## config.mk

```make
export PLATFORM = sky130hd
export DESIGN_NAME = goertzel_tone_power_bank_top
export DESIGN_NICKNAME = d
export VERILOG_FILES = /design/src/hdl/gtpb_pkg.sv /design/src/hdl/goertzel_tone_power_bank_top.sv /design/src/hdl/gtpb_ctrl.sv /design/src/hdl/gtpb_dp.sv
export SDC_FILE = /design/constraint.sdc
export NUM_CORES = 2
export LEC_CHECK = 0
export BUFFER_PORTS_ARGS = -buffer_cell sky130_fd_sc_hd__buf_4
export CAP_MARGIN = 30
export CORE_MARGIN = 1
export CORE_UTILIZATION = 30
export DETAILED_ROUTE_END_ITERATION = 16
export GPL_TIMING_DRIVEN = 0
export SETUP_SLACK_MARGIN = 0.02
export SYNTH_ARGS = -nofsm -noshare
export SYNTH_HDL_FRONTEND = slang
export SYNTH_HIERARCHICAL = 1
export SYNTH_SLANG_ARGS = --single-unit
export TNS_END_PERCENT = 50
```

## constraint.sdc

```tcl
create_clock -name clk -period 12.1 [get_ports clk]
set_input_delay 1.815 -clock clk [delete_from_list [all_inputs] [get_ports clk]]
set_output_delay 1.815 -clock clk [all_outputs]
set_load 0.02 [all_outputs]
```

## src/hdl/gtpb_pkg.sv

```systemverilog
`timescale 1ns / 1ps
// gtpb_pkg: types, codes and fixed constants of the goertzel tone power bank
// used by gtpb_ctrl, gtpb_dp and goertzel_tone_power_bank_top; no dependencies
package gtpb_pkg;

    localparam int SAMPLE_BITS  = 16;
    localparam int COEFF_BITS   = 18;
    localparam int COEFF_FRAC   = 16;
    localparam int POWER_BITS   = 64;
    localparam int BIN_BITS     = 3;
    localparam int CFG_COUNT    = 8;
    localparam int CFG_IDX_BITS = 3;
    // width of one multiplier digit, holds a coefficient magnitude in one step
    localparam int DIG_BITS     = 18;

    // 2cos(2*pi*f/fs) in Q2.16, element 0 is the 697 Hz bin
    localparam logic [CFG_COUNT-1:0][COEFF_BITS-1:0] COEFF_RESET = {
        18'd37257, 18'd52326, 18'd65330, 18'd76271,
        18'd96872, 18'd102803, 18'd107823, 18'd111911
    };

    typedef struct packed {
        logic signed [SAMPLE_BITS-1:0] sample;
        logic                          block_end;
    } smp_item_t;

    typedef struct packed {
        logic [BIN_BITS-1:0]   tone_index;
        logic [POWER_BITS-1:0] tone_power;
        logic                  final_bin;
    } res_item_t;

    typedef enum logic [2:0] {
        ST_IDLE,
        ST_MLOAD,
        ST_MSTEP,
        ST_MFIN,
        ST_POUT
    } state_t;

    // which product the shared multiplier forms, and what is done with it
    typedef enum logic [2:0] {
        PH_RECUR,
        PH_CD,
        PH_SQ1,
        PH_SQ2,
        PH_CROSS
    } phase_t;

    typedef struct packed {
        logic                take_sample;
        logic                mul_start;
        logic                mul_step;
        logic                mul_fin;
        phase_t              phase;
        logic                out_load;
        logic                final_bin;
        logic                clear_bins;
        logic [BIN_BITS-1:0] bin;
    } dp_cmd_t;

    typedef struct packed {
        logic last_sample;
        logic mul_last;
        logic out_free;
    } dp_sts_t;

endpackage

```

## src/hdl/goertzel_tone_power_bank_top.sv

```systemverilog
`timescale 1ns / 1ps
// goertzel_tone_power_bank_top: eight-bin goertzel tone power detector
// depends on gtpb_pkg, gtpb_ctrl, gtpb_dp
//
// samples enter on smp_valid/smp_stall, one transaction per sample; the
// sample flagged block_end closes an analysis block. results leave on
// res_valid/res_stall, one transaction per bin in bin order, final_bin set
// on the last one, after which all bins are cleared.
// coefficients are written on cfg_we/cfg_index/cfg_data, by the user only while
// the block is idle: the block itself does not enforce it. reset loads the
// standard dtmf coefficients and clears every bin. one shared 18-bit-digit
// multiplier updates the bins one after another for each sample, and the
// block takes no new sample until it is through. on a block_end sample it
// then forms, bin by bin, c*d1, d1^2, d2^2 and the cross term, and loads
// each bin power into the result register.
// the result register holds a stalled result; the sequencer waits at the
// next result until it drains, and once the last result sits in the
// register the block takes the next sample.
module goertzel_tone_power_bank_top #(
    parameter int TONE_COUNT  = 8,
    parameter int DELAY_BITS  = 40,
    parameter int POWER_SHIFT = 16
) (
    input  logic                              clk,
    input  logic                              rst_n,
    input  logic                              smp_valid,
    output logic                              smp_stall,
    input  gtpb_pkg::smp_item_t               smp_data,
    output logic                              res_valid,
    input  logic                              res_stall,
    output gtpb_pkg::res_item_t               res_data,
    input  logic                              cfg_we,
    input  logic [gtpb_pkg::CFG_IDX_BITS-1:0] cfg_index,
    input  logic [gtpb_pkg::COEFF_BITS-1:0]   cfg_data
);
    import gtpb_pkg::*;

    dp_cmd_t cmd;
    dp_sts_t sts;

    gtpb_ctrl #(
        .TONE_COUNT (TONE_COUNT)
    ) u_ctrl (
        .clk       (clk),
        .rst_n     (rst_n),
        .smp_valid (smp_valid),
        .smp_stall (smp_stall),
        .sts       (sts),
        .cmd       (cmd)
    );

    gtpb_dp #(
        .TONE_COUNT  (TONE_COUNT),
        .DELAY_BITS  (DELAY_BITS),
        .POWER_SHIFT (POWER_SHIFT)
    ) u_dp (
        .clk       (clk),
        .rst_n     (rst_n),
        .smp_data  (smp_data),
        .res_valid (res_valid),
        .res_stall (res_stall),
        .res_data  (res_data),
        .cfg_we    (cfg_we),
        .cfg_index (cfg_index),
        .cfg_data  (cfg_data),
        .cmd       (cmd),
        .sts       (sts)
    );

endmodule

```

## src/hdl/gtpb_ctrl.sv

```systemverilog
`timescale 1ns / 1ps
// gtpb_ctrl: sequencer of the tone power bank, walks bins and multiplier phases
// depends on gtpb_pkg
module gtpb_ctrl #(
    parameter int TONE_COUNT = 8
) (
    input  logic              clk,
    input  logic              rst_n,
    input  logic              smp_valid,
    output logic              smp_stall,
    input  gtpb_pkg::dp_sts_t sts,
    output gtpb_pkg::dp_cmd_t cmd
);
    import gtpb_pkg::*;

    localparam logic [BIN_BITS-1:0] LAST_BIN = BIN_BITS'(TONE_COUNT - 1);

    state_t              state_reg, state_next;
    phase_t              phase_reg, phase_next;
    logic [BIN_BITS-1:0] bin_reg, bin_next;
    logic                bin_is_last;

    assign bin_is_last = (bin_reg == LAST_BIN);

    always_ff @(posedge clk or negedge rst_n)
    begin
        if (!rst_n)
        begin
            state_reg <= ST_IDLE;
            phase_reg <= PH_RECUR;
            bin_reg   <= '0;
        end
        else
        begin
            state_reg <= state_next;
            phase_reg <= phase_next;
            bin_reg   <= bin_next;
        end
    end

    // next state
    always_comb
    begin
        state_next = state_reg;
        phase_next = phase_reg;
        bin_next   = bin_reg;
        case (state_reg)
            ST_IDLE:
            begin
                if (smp_valid)
                begin
                    state_next = ST_MLOAD;
                    phase_next = PH_RECUR;
                    bin_next   = '0;
                end
            end
            ST_MLOAD:
            begin
                state_next = ST_MSTEP;
            end
            ST_MSTEP:
            begin
                if (sts.mul_last)
                begin
                    state_next = ST_MFIN;
                end
            end
            ST_MFIN:
            begin
                case (phase_reg)
                    PH_RECUR:
                    begin
                        if (!bin_is_last)
                        begin
                            bin_next   = bin_reg + BIN_BITS'(1);
                            state_next = ST_MLOAD;
                        end
                        else if (sts.last_sample)
                        begin
                            bin_next   = '0;
                            phase_next = PH_CD;
                            state_next = ST_MLOAD;
                        end
                        else
                        begin
                            state_next = ST_IDLE;
                        end
                    end
                    PH_CD:
                    begin
                        phase_next = PH_SQ1;
                        state_next = ST_MLOAD;
                    end
                    PH_SQ1:
                    begin
                        phase_next = PH_SQ2;
                        state_next = ST_MLOAD;
                    end
                    PH_SQ2:
                    begin
                        phase_next = PH_CROSS;
                        state_next = ST_MLOAD;
                    end
                    PH_CROSS:
                    begin
                        state_next = ST_POUT;
                    end
                    default:
                    begin
                        state_next = ST_IDLE;
                    end
                endcase
            end
            ST_POUT:
            begin
                if (sts.out_free)
                begin
                    if (bin_is_last)
                    begin
                        state_next = ST_IDLE;
                    end
                    else
                    begin
                        bin_next   = bin_reg + BIN_BITS'(1);
                        phase_next = PH_CD;
                        state_next = ST_MLOAD;
                    end
                end
            end
            default:
            begin
                state_next = ST_IDLE;
            end
        endcase
    end

    // outputs
    always_comb
    begin
        smp_stall       = (state_reg != ST_IDLE);
        cmd.take_sample = (state_reg == ST_IDLE) && smp_valid;
        cmd.mul_start   = (state_reg == ST_MLOAD);
        cmd.mul_step    = (state_reg == ST_MSTEP);
        cmd.mul_fin     = (state_reg == ST_MFIN);
        cmd.phase       = phase_reg;
        cmd.bin         = bin_reg;
        cmd.final_bin   = bin_is_last;
        cmd.out_load    = (state_reg == ST_POUT) && sts.out_free;
        cmd.clear_bins  = (state_reg == ST_POUT) && sts.out_free && bin_is_last;
    end

endmodule

```

## src/hdl/gtpb_dp.sv

```systemverilog
`timescale 1ns / 1ps
// gtpb_dp: bin state, coefficient registers, digit-serial multiplier, power
// accumulator and result register; depends on gtpb_pkg
module gtpb_dp #(
    parameter int TONE_COUNT  = 8,
    parameter int DELAY_BITS  = 40,
    parameter int POWER_SHIFT = 16
) (
    input  logic                                 clk,
    input  logic                                 rst_n,
    input  gtpb_pkg::smp_item_t                  smp_data,
    output logic                                 res_valid,
    input  logic                                 res_stall,
    output gtpb_pkg::res_item_t                  res_data,
    input  logic                                 cfg_we,
    input  logic [gtpb_pkg::CFG_IDX_BITS-1:0]    cfg_index,
    input  logic [gtpb_pkg::COEFF_BITS-1:0]      cfg_data,
    input  gtpb_pkg::dp_cmd_t                    cmd,
    output gtpb_pkg::dp_sts_t                    sts
);
    import gtpb_pkg::*;

    localparam int DB        = DELAY_BITS;
    localparam int IDX_BITS  = (TONE_COUNT > 1) ? $clog2(TONE_COUNT) : 1;
    localparam int ND_D      = (DB + DIG_BITS - 1) / DIG_BITS;
    localparam int TB        = DB + COEFF_BITS;
    localparam int TMAG_BITS = TB - 1;
    localparam int ND_T      = (TMAG_BITS + DIG_BITS - 1) / DIG_BITS;
    localparam int BW        = ND_T * DIG_BITS;
    localparam int PW        = 2 * DB + 16;
    localparam int SPW       = PW + 1;
    localparam int RW        = SPW + 1;
    localparam int ACC_BITS  = 2 * DB + 18;
    localparam int CNT_BITS  = $clog2(ND_T + 1);
    localparam int PSH       = COEFF_FRAC + POWER_SHIFT;
    localparam int SH_C      = DIG_BITS * (ND_T - 1);
    localparam int SH_D      = DIG_BITS * (ND_T - ND_D);

    logic [COEFF_BITS-1:0]         coeff_reg [CFG_COUNT];
    logic signed [DB-1:0]          d1_reg [TONE_COUNT];
    logic signed [DB-1:0]          d2_reg [TONE_COUNT];

    logic signed [SAMPLE_BITS-1:0] x_reg, x_next;
    logic                          last_reg, last_next;
    logic [DB-1:0]                 a_reg, a_next;
    logic [BW-1:0]                 b_reg, b_next;
    logic [PW-1:0]                 prod_reg, prod_next;
    logic                          neg_reg, neg_next;
    logic [CNT_BITS-1:0]           cnt_reg, cnt_next;
    logic signed [TB-1:0]          cross_reg, cross_next;
    logic signed [ACC_BITS-1:0]    acc_reg, acc_next;
    logic                          res_valid_reg, res_valid_next;
    res_item_t                     res_reg, res_next;

    logic [IDX_BITS-1:0]           bidx;
    logic signed [COEFF_BITS-1:0]  c_sel;
    logic signed [DB-1:0]          d1_sel, d2_sel;
    logic [COEFF_BITS-1:0]         c_mag;
    logic [DB-1:0]                 d1_mag, d2_mag;
    logic [TB-1:0]                 t_mag;
    logic [DIG_BITS-1:0]           digit;
    logic [DB+DIG_BITS-1:0]        pp;
    logic [PW-1:0]                 prod_step;
    logic signed [SPW-1:0]         sprod, scaled;
    logic signed [RW-1:0]          rsum;
    logic [RW-DB:0]                rsum_hi;
    logic signed [DB-1:0]          recur_next;
    logic signed [ACC_BITS-1:0]    sq_term, pshift;
    logic [POWER_BITS-1:0]         power;

    assign bidx   = cmd.bin[IDX_BITS-1:0];
    assign c_sel  = signed'(coeff_reg[cmd.bin]);
    assign d1_sel = d1_reg[bidx];
    assign d2_sel = d2_reg[bidx];

    assign c_mag  = c_sel[COEFF_BITS-1] ? (~c_sel + COEFF_BITS'(1)) : c_sel;
    assign d1_mag = d1_sel[DB-1] ? (~d1_sel + DB'(1)) : d1_sel;
    assign d2_mag = d2_sel[DB-1] ? (~d2_sel + DB'(1)) : d2_sel;
    assign t_mag  = cross_reg[TB-1] ? (~cross_reg + TB'(1)) : cross_reg;

    // msb-first digit step: prod = prod * 2^DIG + a * digit
    assign digit     = b_reg[BW-1 -: DIG_BITS];
    assign pp        = a_reg * digit;
    assign prod_step = (prod_reg << DIG_BITS) + PW'(pp);

    assign sprod = neg_reg ? -signed'({1'b0, prod_reg}) : signed'({1'b0, prod_reg});

    // recurrence: floor(c*d1 / 2^16) + x - d2, saturated to the delay width
    assign scaled  = sprod >>> COEFF_FRAC;
    assign rsum    = RW'(scaled) + RW'(x_reg) - RW'(d2_sel);
    assign rsum_hi = rsum[RW-1:DB-1];

    always_comb
    begin
        if ((&rsum_hi) || !(|rsum_hi))
        begin
            recur_next = rsum[DB-1:0];
        end
        else if (rsum[RW-1])
        begin
            recur_next = {1'b1, {(DB-1){1'b0}}};
        end
        else
        begin
            recur_next = {1'b0, {(DB-1){1'b1}}};
        end
    end

    assign sq_term = signed'(ACC_BITS'({prod_reg, {COEFF_FRAC{1'b0}}}));
    assign pshift  = acc_reg >>> PSH;

    always_comb
    begin
        if (pshift[ACC_BITS-1])
        begin
            power = '0;
        end
        else if (|pshift[ACC_BITS-1:POWER_BITS])
        begin
            power = '1;
        end
        else
        begin
            power = pshift[POWER_BITS-1:0];
        end
    end

    // multiplier load and steps
    always_comb
    begin
        a_next    = a_reg;
        b_next    = b_reg;
        prod_next = prod_reg;
        neg_next  = neg_reg;
        cnt_next  = cnt_reg;
        if (cmd.mul_start)
        begin
            prod_next = '0;
            case (cmd.phase)
                PH_RECUR, PH_CD:
                begin
                    a_next   = d1_mag;
                    b_next   = BW'(c_mag) << SH_C;
                    neg_next = c_sel[COEFF_BITS-1] ^ d1_sel[DB-1];
                    cnt_next = CNT_BITS'(1);
                end
                PH_SQ1:
                begin
                    a_next   = d1_mag;
                    b_next   = BW'(d1_mag) << SH_D;
                    neg_next = 1'b0;
                    cnt_next = CNT_BITS'(ND_D);
                end
                PH_SQ2:
                begin
                    a_next   = d2_mag;
                    b_next   = BW'(d2_mag) << SH_D;
                    neg_next = 1'b0;
                    cnt_next = CNT_BITS'(ND_D);
                end
                PH_CROSS:
                begin
                    a_next   = d2_mag;
                    b_next   = BW'(t_mag[TMAG_BITS-1:0]);
                    neg_next = cross_reg[TB-1] ^ d2_sel[DB-1];
                    cnt_next = CNT_BITS'(ND_T);
                end
                default:
                begin
                    a_next   = '0;
                    b_next   = '0;
                    neg_next = 1'b0;
                    cnt_next = CNT_BITS'(1);
                end
            endcase
        end
        else if (cmd.mul_step)
        begin
            b_next    = b_reg << DIG_BITS;
            prod_next = prod_step;
            cnt_next  = cnt_reg - CNT_BITS'(1);
        end
    end

    // power terms: 2^16*(d1^2 + d2^2) - (c*d1)*d2
    always_comb
    begin
        cross_next = cross_reg;
        acc_next   = acc_reg;
        if (cmd.mul_fin)
        begin
            case (cmd.phase)
                PH_CD:    cross_next = sprod[TB-1:0];
                PH_SQ1:   acc_next   = sq_term;
                PH_SQ2:   acc_next   = acc_reg + sq_term;
                PH_CROSS: acc_next   = acc_reg - ACC_BITS'(sprod);
                default:  acc_next   = acc_reg;
            endcase
        end
    end

    always_comb
    begin
        x_next    = x_reg;
        last_next = last_reg;
        if (cmd.take_sample)
        begin
            x_next    = smp_data.sample;
            last_next = smp_data.block_end;
        end
    end

    always_comb
    begin
        res_next       = res_reg;
        res_valid_next = res_valid_reg && res_stall;
        if (cmd.out_load)
        begin
            res_next.tone_index = cmd.bin;
            res_next.tone_power = power;
            res_next.final_bin  = cmd.final_bin;
            res_valid_next      = 1'b1;
        end
    end

    always_ff @(posedge clk)
    begin
        x_reg     <= x_next;
        last_reg  <= last_next;
        a_reg     <= a_next;
        b_reg     <= b_next;
        prod_reg  <= prod_next;
        neg_reg   <= neg_next;
        cnt_reg   <= cnt_next;
        cross_reg <= cross_next;
        acc_reg   <= acc_next;
        res_reg   <= res_next;
    end

    always_ff @(posedge clk or negedge rst_n)
    begin
        if (!rst_n)
        begin
            res_valid_reg <= 1'b0;
        end
        else
        begin
            res_valid_reg <= res_valid_next;
        end
    end

    always_ff @(posedge clk or negedge rst_n)
    begin
        if (!rst_n)
        begin
            for (int i = 0; i < CFG_COUNT; i++)
            begin
                coeff_reg[i] <= COEFF_RESET[i];
            end
        end
        else if (cfg_we)
        begin
            coeff_reg[cfg_index] <= cfg_data;
        end
    end

    always_ff @(posedge clk or negedge rst_n)
    begin
        if (!rst_n)
        begin
            for (int i = 0; i < TONE_COUNT; i++)
            begin
                d1_reg[i] <= '0;
                d2_reg[i] <= '0;
            end
        end
        else if (cmd.clear_bins)
        begin
            for (int i = 0; i < TONE_COUNT; i++)
            begin
                d1_reg[i] <= '0;
                d2_reg[i] <= '0;
            end
        end
        else if (cmd.mul_fin && (cmd.phase == PH_RECUR))
        begin
            d2_reg[bidx] <= d1_sel;
            d1_reg[bidx] <= recur_next;
        end
    end

    assign sts.last_sample = last_reg;
    assign sts.mul_last    = (cnt_reg == CNT_BITS'(1));
    assign sts.out_free    = !res_valid_reg || !res_stall;

    assign res_valid = res_valid_reg;
    assign res_data  = res_reg;

endmodule

```

======== Word level (Yosys, flattened, before mapping) ========
Index checks and enable logic that the tools add are counted.
storage, ports and cells
  bits in registers ....................... 1247
  output and inout port bits .............. 70
  logic and storage cells ................. 175
  input port bits ......................... 43
cells by class
  order comparisons ....................... 4
  bitwise gates (word level) .............. 8
  reductions and logical operators ........ 32
  mux-type cells .......................... 59
  multipliers ............................. 1
  $add $sub $neg .......................... 12
  equality and inequality tests ........... 19
operators with widths
  operator                                                          number
  320-bit two-way mux                                               4
  320-bit bitwise mux                                               2
  40-bit two-way mux                                                9
  98-bit case mux with 3 select lines                               1
  72-bit case mux with 4 select lines                               1
  40-bit binary-select mux with 3-bit select                        2
  144-bit bitwise mux                                               1
  72-bit two-way mux                                                2
  40-bit demux with 3-bit select                                    1
  98-bit adder                                                      1
  98-bit by 97-bit subtractor with 98-bit output                    1
  97-bit two-way mux                                                1
  96-bit negation with 97-bit output                                1
  96-bit by 58-bit adder with 96-bit output                         1
  82-bit by 40-bit subtractor with 83-bit output                    1
  81-bit by 16-bit adder with 82-bit output                         1
  40-bit by 2-bit adder with 40-bit output (second input constant)  2
  40-bit NOT                                                        2
  40-bit case mux with 2 select lines                               1
  18-bit two-way mux                                                4
  64-bit two-way mux                                                1
  59-bit AND reduction                                              1
  59-bit OR reduction                                               1
  40-bit by 18-bit multiplier with 58-bit output                    1
  39 further kinds                                                  92

======== Logic depth before layout (Yosys ltp) ========
  depth after elaboration ................. 12
  depth in mapped cells ................... 35
  gate-level depth less buffers ........... 29

======== By module ========
The synthesis kept the hierarchy.
by module, submodules not included
  module     area an instance (µm²)  instances  cells an instance
  gtpb_dp    100846.7                1          10872
  gtpb_ctrl  646.9                   1          64

======== Worst setup path after synthesis ========
Ideal clock, no wire load.
  path kind ............................... in2reg
  from .................................... input port res_stall
  to ...................................... register u_dp/d1_reg[184] (netlist name)
  stages .................................. 12
  required time ........................... 11.974 ns
  arrival ................................. 8.650 ns
  slack ................................... 3.324 ns
  cell sequence ........................... nand2_1 -> nand2_1 -> nor3_1 -> and2_1 -> clkbuf_1 -> nand2b_1 -> clkbuf_1 -> nor3_1 -> and2_1 -> buf_4 -> buf_4 -> a221o_1
RTL lines
  element                         line                                text
  start: declaration              goertzel_tone_power_bank_top.sv:30  input logic res_stall,
  end signal: indexed assignment  gtpb_dp.sv:288                      d1_reg[bidx] <= recur_next;
  end: declaration                gtpb_dp.sv:40                       logic signed [DB-1:0] d1_reg [TONE_COUNT];

======== Worst setup path in the final report ========
  from .................................... register u_ctrl.bin_reg[1]
  to ...................................... register u_dp/d1_reg[275] (netlist name)
between the ends
  cells in the longest elaborated chain, start to end .. 12
  elaborated cells on any way between the ends .. 22
  those cells by class .................... add/sub (1); order compare (2); eq/ne (1); mux (10); bitwise (1); reduce/logical (7)
RTL lines
  element                                                 line                           text
  start: declaration                                      gtpb_ctrl.sv:20                logic [BIN_BITS-1:0] bin_reg, bin_next;
  start signal: assignment                                gtpb_ctrl.sv:37                bin_reg <= bin_next;
  3-bit NOT with 4-bit output (implied by the code)       gtpb_dp.sv:74, gtpb_dp.sv:288
  40-bit binary-select mux with 3-bit select              gtpb_dp.sv:74                  assign d2_sel = d2_reg[bidx];
  40-bit two-way mux (implied by the code) (2 in series)  gtpb_dp.sv:74
  82-bit by 40-bit subtractor with 83-bit output          gtpb_dp.sv:90                  assign rsum = RW'(scaled) + RW'(x_reg) - RW'(d2_sel);
  59-bit OR reduction                                     gtpb_dp.sv:95                  if ((&rsum_hi) || !(|rsum_hi))
  1-bit logical NOT                                       gtpb_dp.sv:95
  1-bit logical OR                                        gtpb_dp.sv:95
  40-bit two-way mux                                      gtpb_dp.sv:95
  320-bit bitwise mux                                     gtpb_dp.sv:288
  320-bit two-way mux                                     gtpb_dp.sv:285                 else if (cmd.mul_fin && (cmd.phase == PH_RECUR))
  320-bit two-way mux                                     gtpb_dp.sv:277                 else if (cmd.clear_bins)
Several ways; a longest one is shown, not always the timed one. The select of a mux whose other input is x is not followed.
A chain may end at the register's enable or synchronous reset.

==> impl_results.md <==
* Clock root buffer: sky130_fd_sc_hd__clkbuf_16
* Kind of start point of the critical path: register
* Post-route minimum period at 12.05 ns
* Data arrival at the endpoint of the critical path at 12.82 ns
* Final-report max-slew violation count at 0
* Boundary pin count at 113
* Transition at the pin with the smallest max-transition slack at 1.21 ns
* Post-synthesis cell type count at 123
* Number of gates resized after cts at 0
* Synthesized netlist cell count at 10900
* Share of post-route cells with drive strength above 1 at 9.12%
* # hold bufs at CTS at 0
* Count of synthesis-stage warnings from yosys at 6
* Category of the worst setup path capture point: register
* Final WS setup at 0.0482 ns
* Height of the chip at 584 um
* Number of flops mapped to enable cells by yosys at 357
* Count of placed standard cells including taps at 15700
* Largest stage delay on the critical path at 0.76 ns
* Max-capacitance violation count at 0
* Hold WC Path Type: reg2reg
* Leading register cell type out of synthesis: sky130_fd_sc_hd__dfrtp_1
* Floorplan core area at 0.337 mm^2
* Post-DR vias/cell at 5.66
* Final nets at 12500
* Overall die area at 0.341 mm^2
* Grt total ovfl at 0
* Origin of the critical flop-to-flop path: u_ctrl/bin_reg[1]
* DR pass1 iterations at 7
* Slew Limit Headroom at 17.1%
* Clk slew on worst S/H paths at 0.06 ns
* H-Tree Level Count at 4
* Setup repair after global routing missed its margin: no
* R2R cell count at 33
* Slack of the worst reg-to-reg path at 0.05 ns
* Clk_lat worst skew at 0.89 ns
* Maximum clock path buffer count at 4
* ANT nets after route at 0
* Floorplan row count at 213
* CTS tree: done
* Number of remaining DRC errors at 0
* Outcome: complete, no violations
* Pin count of the biggest net entering global routing at 122
* Worst clock skew at 0.0851 ns
* Non-filler instance count after layout at 16000
* Synth-to-Final Area Change at 13.4%
* Number of buffers inserted by port buffering at 108
* Post-Route WL at 439000 um
* Pre-CTS setup slack at -0.0603 ns
* Final Hold Viols at 0
* Startpoint-to-endpoint class of the critical path: reg2reg
* Maximum fanout encountered on the critical timing path at 21
* Worst flop-to-flop path endpoint: u_dp/d1_reg[275]
* CTS Sinks at 1247
* Required time of the critical path at 12.87 ns
* Area used by multi-input combinational logic at 0.0616 mm^2
* Netlist Area Pre-Place at 0.101 mm^2
* Vias in the first global route at 87700
* Per-instance average area after synthesis at 9.28 um^2
* Initial core utilization at 30.2%
* Total global-route track usage at 25.2%
* Hpwl dp at 342000 um
* Final critical-path share of the clock period at 99.6%
* Aggregate negative setup slack at 0 ns
* Area taken by flip-flops and latches at 0.0326 mm^2
* Initial antenna violation count at 17
* Last weighted congestion value of the routability-driven placer at 1.02
* Most frequent CP cell: sky130_fd_sc_hd__buf_2
* Global-route wire length before repair at 629000 um
* Wire per inst at 27.4 um
* Seq cells post-synth at 1247
* Async set-reset flop share out of synthesis at 63.7%
* Via count at 90600
* Count of filler cells inserted in the layout at 34800
* Upper clock frequency limit at 83.0 MHz
* Slowest CP cell: sky130_fd_sc_hd__clkbuf_1
* Endpoints failing setup at 0
* Endpoint of the most critical setup path: u_dp/d1_reg[275]
* Net count of the mapped netlist at 12100
* Drt initial violations at 11900
* Worst setup startpoint: u_ctrl/bin_reg[1]
* Width of the chip at 584 um
* Post-CTS Repair Setup Buffers at 0
* Sequential share of the synthesized area at 32.1%
* Clock buffers created by TritonCTS at 151
## how the worst min path moves through the flow
stage                          start               end  slack, ns  depth (start not counted)
finish              u_dp/d2_reg[105]  u_dp/d2_reg[105]       0.48                          2
global route        u_dp/d2_reg[101]  u_dp/d2_reg[101]       0.50                          2
CTS                  u_dp/d2_reg[87]   u_dp/d2_reg[87]       0.48                          2
detailed placement   u_dp/d2_reg[87]   u_dp/d2_reg[87]       0.46                          2
global placement     u_dp/d2_reg[43]   u_dp/d2_reg[43]       0.46                          2
floorplan            u_dp/d2_reg[14]   u_dp/d2_reg[14]       0.44                          2
## through the flow
step	utilization [%]	hold slack (ns)	area, um^2
after floorplan	-	0.444	101000
after global placement	32.1	0.456	108000
after detailed placement	32.7	0.465	110000
after CTS	34.2	0.478	115000
after global routing	34.2	0.497	115000
final	34.2	0.476	115000
## cell usage after synthesis (26+ instances only)
cell type | n | area (um^2)
sky130_fd_sc_hd__o21ai_0 | 731 | 3660
sky130_fd_sc_hd__dfrtp_1 | 721 | 18000
sky130_fd_sc_hd__o21a_1 | 41 | 308
sky130_fd_sc_hd__edfxtp_1 | 357 | 10700
sky130_fd_sc_hd__or3_1 | 50 | 313
sky130_fd_sc_hd__buf_1 | 32 | 120
sky130_fd_sc_hd__nand2b_1 | 43 | 269
sky130_fd_sc_hd__a22oi_1 | 158 | 1190
sky130_fd_sc_hd__a31oi_1 | 48 | 300
sky130_fd_sc_hd__fa_1 | 731 | 14600
sky130_fd_sc_hd__mux4_2 | 53 | 1190
sky130_fd_sc_hd__nor2b_1 | 52 | 325
sky130_fd_sc_hd__nand3_1 | 125 | 626
sky130_fd_sc_hd__nor2_1 | 575 | 2160
sky130_fd_sc_hd__nand4_1 | 111 | 694
sky130_fd_sc_hd__ha_1 | 420 | 5260
sky130_fd_sc_hd__clkbuf_1 | 610 | 2290
sky130_fd_sc_hd__dfxtp_1 | 96 | 1920
sky130_fd_sc_hd__inv_1 | 1166 | 4380
sky130_fd_sc_hd__a21oi_1 | 648 | 3240
sky130_fd_sc_hd__o21bai_1 | 78 | 586
sky130_fd_sc_hd__xor2_1 | 248 | 2170
sky130_fd_sc_hd__nand2_1 | 1253 | 4700
sky130_fd_sc_hd__nor4_1 | 37 | 231
sky130_fd_sc_hd__o22ai_1 | 73 | 457
sky130_fd_sc_hd__nor3_1 | 115 | 576
sky130_fd_sc_hd__xnor2_1 | 303 | 2650
sky130_fd_sc_hd__a221oi_1 | 104 | 911
sky130_fd_sc_hd__dfstp_2 | 73 | 1920
sky130_fd_sc_hd__or4_1 | 26 | 195
sky130_fd_sc_hd__a21o_1 | 191 | 1430
sky130_fd_sc_hd__buf_2 | 67 | 335
sky130_fd_sc_hd__o21ai_1 | 64 | 320
sky130_fd_sc_hd__o31ai_1 | 67 | 503
sky130_fd_sc_hd__a221o_1 | 167 | 1670
sky130_fd_sc_hd__o221ai_1 | 44 | 385
sky130_fd_sc_hd__o211ai_1 | 31 | 233
sky130_fd_sc_hd__mux2_2 | 197 | 2220
sky130_fd_sc_hd__and2_1 | 287 | 1800
sky130_fd_sc_hd__a211oi_1 | 53 | 398
sky130_fd_sc_hd__mux2i_1 | 111 | 1110
sky130_fd_sc_hd__a22o_1 | 148 | 1300
sky130_fd_sc_hd__and3_1 | 64 | 400
## per-layer routing
layer	up-vias	track usage (%)	share of wire, %
met1	45100	33.0	39
met3	1248	6.04	11
met4	10	15.9	7.6
met2	5519	37.3	42
met5	-	0	0.029
li1	38700	-	-
## critical path, delay by kind of cell (launching register included)
family	cells	cell delay, ns
compound gates	5	1.41
fa+ha+maj	2	0.75
simple gates	10	2.58
flops	1	0.64
buf+inv	16	6.50
## kinds of logic after synthesis
kind of cell / count (synthesis) / synth area share (%)
AND/OR/NAND/NOR: 2858 / 13.1
adder cells (fa/ha/maj): 1151 / 19.6
XOR/XNOR: 552 / 4.77
buffers and inverters: 1910 / 7.35
AO/OA/AOI/OAI: 2853 / 18.5
multiplexers: 365 / 4.51
flip-flops: 1247 / 32.1
## cell type report
class	instances	share of cell area [%]
multi-input cells	7779	53.5
clock buffers	222	3.81
inverters	1170	3.82
well taps	4515	4.91
repair buffers	263	2.47
clock inverters	55	0.460
flip-flops and latches	1247	28.3
plain buffers	737	2.66
diodes	7	0.0152
## placed cells by master (no fill, tap or decap), types with 53 or more instances in the layout
master	synthesis	layout
sky130_fd_sc_hd__a211oi_1	53	53
sky130_fd_sc_hd__a21o_1	191	191
sky130_fd_sc_hd__a21oi_1	648	648
sky130_fd_sc_hd__a221o_1	167	167
sky130_fd_sc_hd__a221oi_1	104	104
sky130_fd_sc_hd__a22o_1	148	148
sky130_fd_sc_hd__a22oi_1	158	158
sky130_fd_sc_hd__and2_1	287	287
sky130_fd_sc_hd__and3_1	64	62
sky130_fd_sc_hd__buf_2	67	79
sky130_fd_sc_hd__buf_4	18	163
sky130_fd_sc_hd__buf_8	1	60
sky130_fd_sc_hd__clkbuf_1	610	646
sky130_fd_sc_hd__clkbuf_16	0	156
sky130_fd_sc_hd__dfrtp_1	721	721
sky130_fd_sc_hd__dfstp_2	73	73
sky130_fd_sc_hd__dfxtp_1	96	96
sky130_fd_sc_hd__edfxtp_1	357	357
sky130_fd_sc_hd__fa_1	731	731
sky130_fd_sc_hd__ha_1	420	420
sky130_fd_sc_hd__inv_1	1166	1164
sky130_fd_sc_hd__mux2_2	197	197
sky130_fd_sc_hd__mux2i_1	111	110
sky130_fd_sc_hd__mux4_2	53	53
sky130_fd_sc_hd__nand2_1	1253	1253
sky130_fd_sc_hd__nand3_1	125	125
sky130_fd_sc_hd__nand4_1	111	111
sky130_fd_sc_hd__nor2_1	575	573
sky130_fd_sc_hd__nor3_1	115	111
sky130_fd_sc_hd__o21ai_0	731	730
sky130_fd_sc_hd__o21ai_1	64	65
sky130_fd_sc_hd__o21bai_1	78	78
sky130_fd_sc_hd__o22ai_1	73	72
sky130_fd_sc_hd__o31ai_1	67	67
sky130_fd_sc_hd__xnor2_1	303	293
sky130_fd_sc_hd__xor2_1	248	240
Power is left out: the tool's default activity adds up to more than one toggle a clock period on the data nets, which glitch-free logic cannot reach.
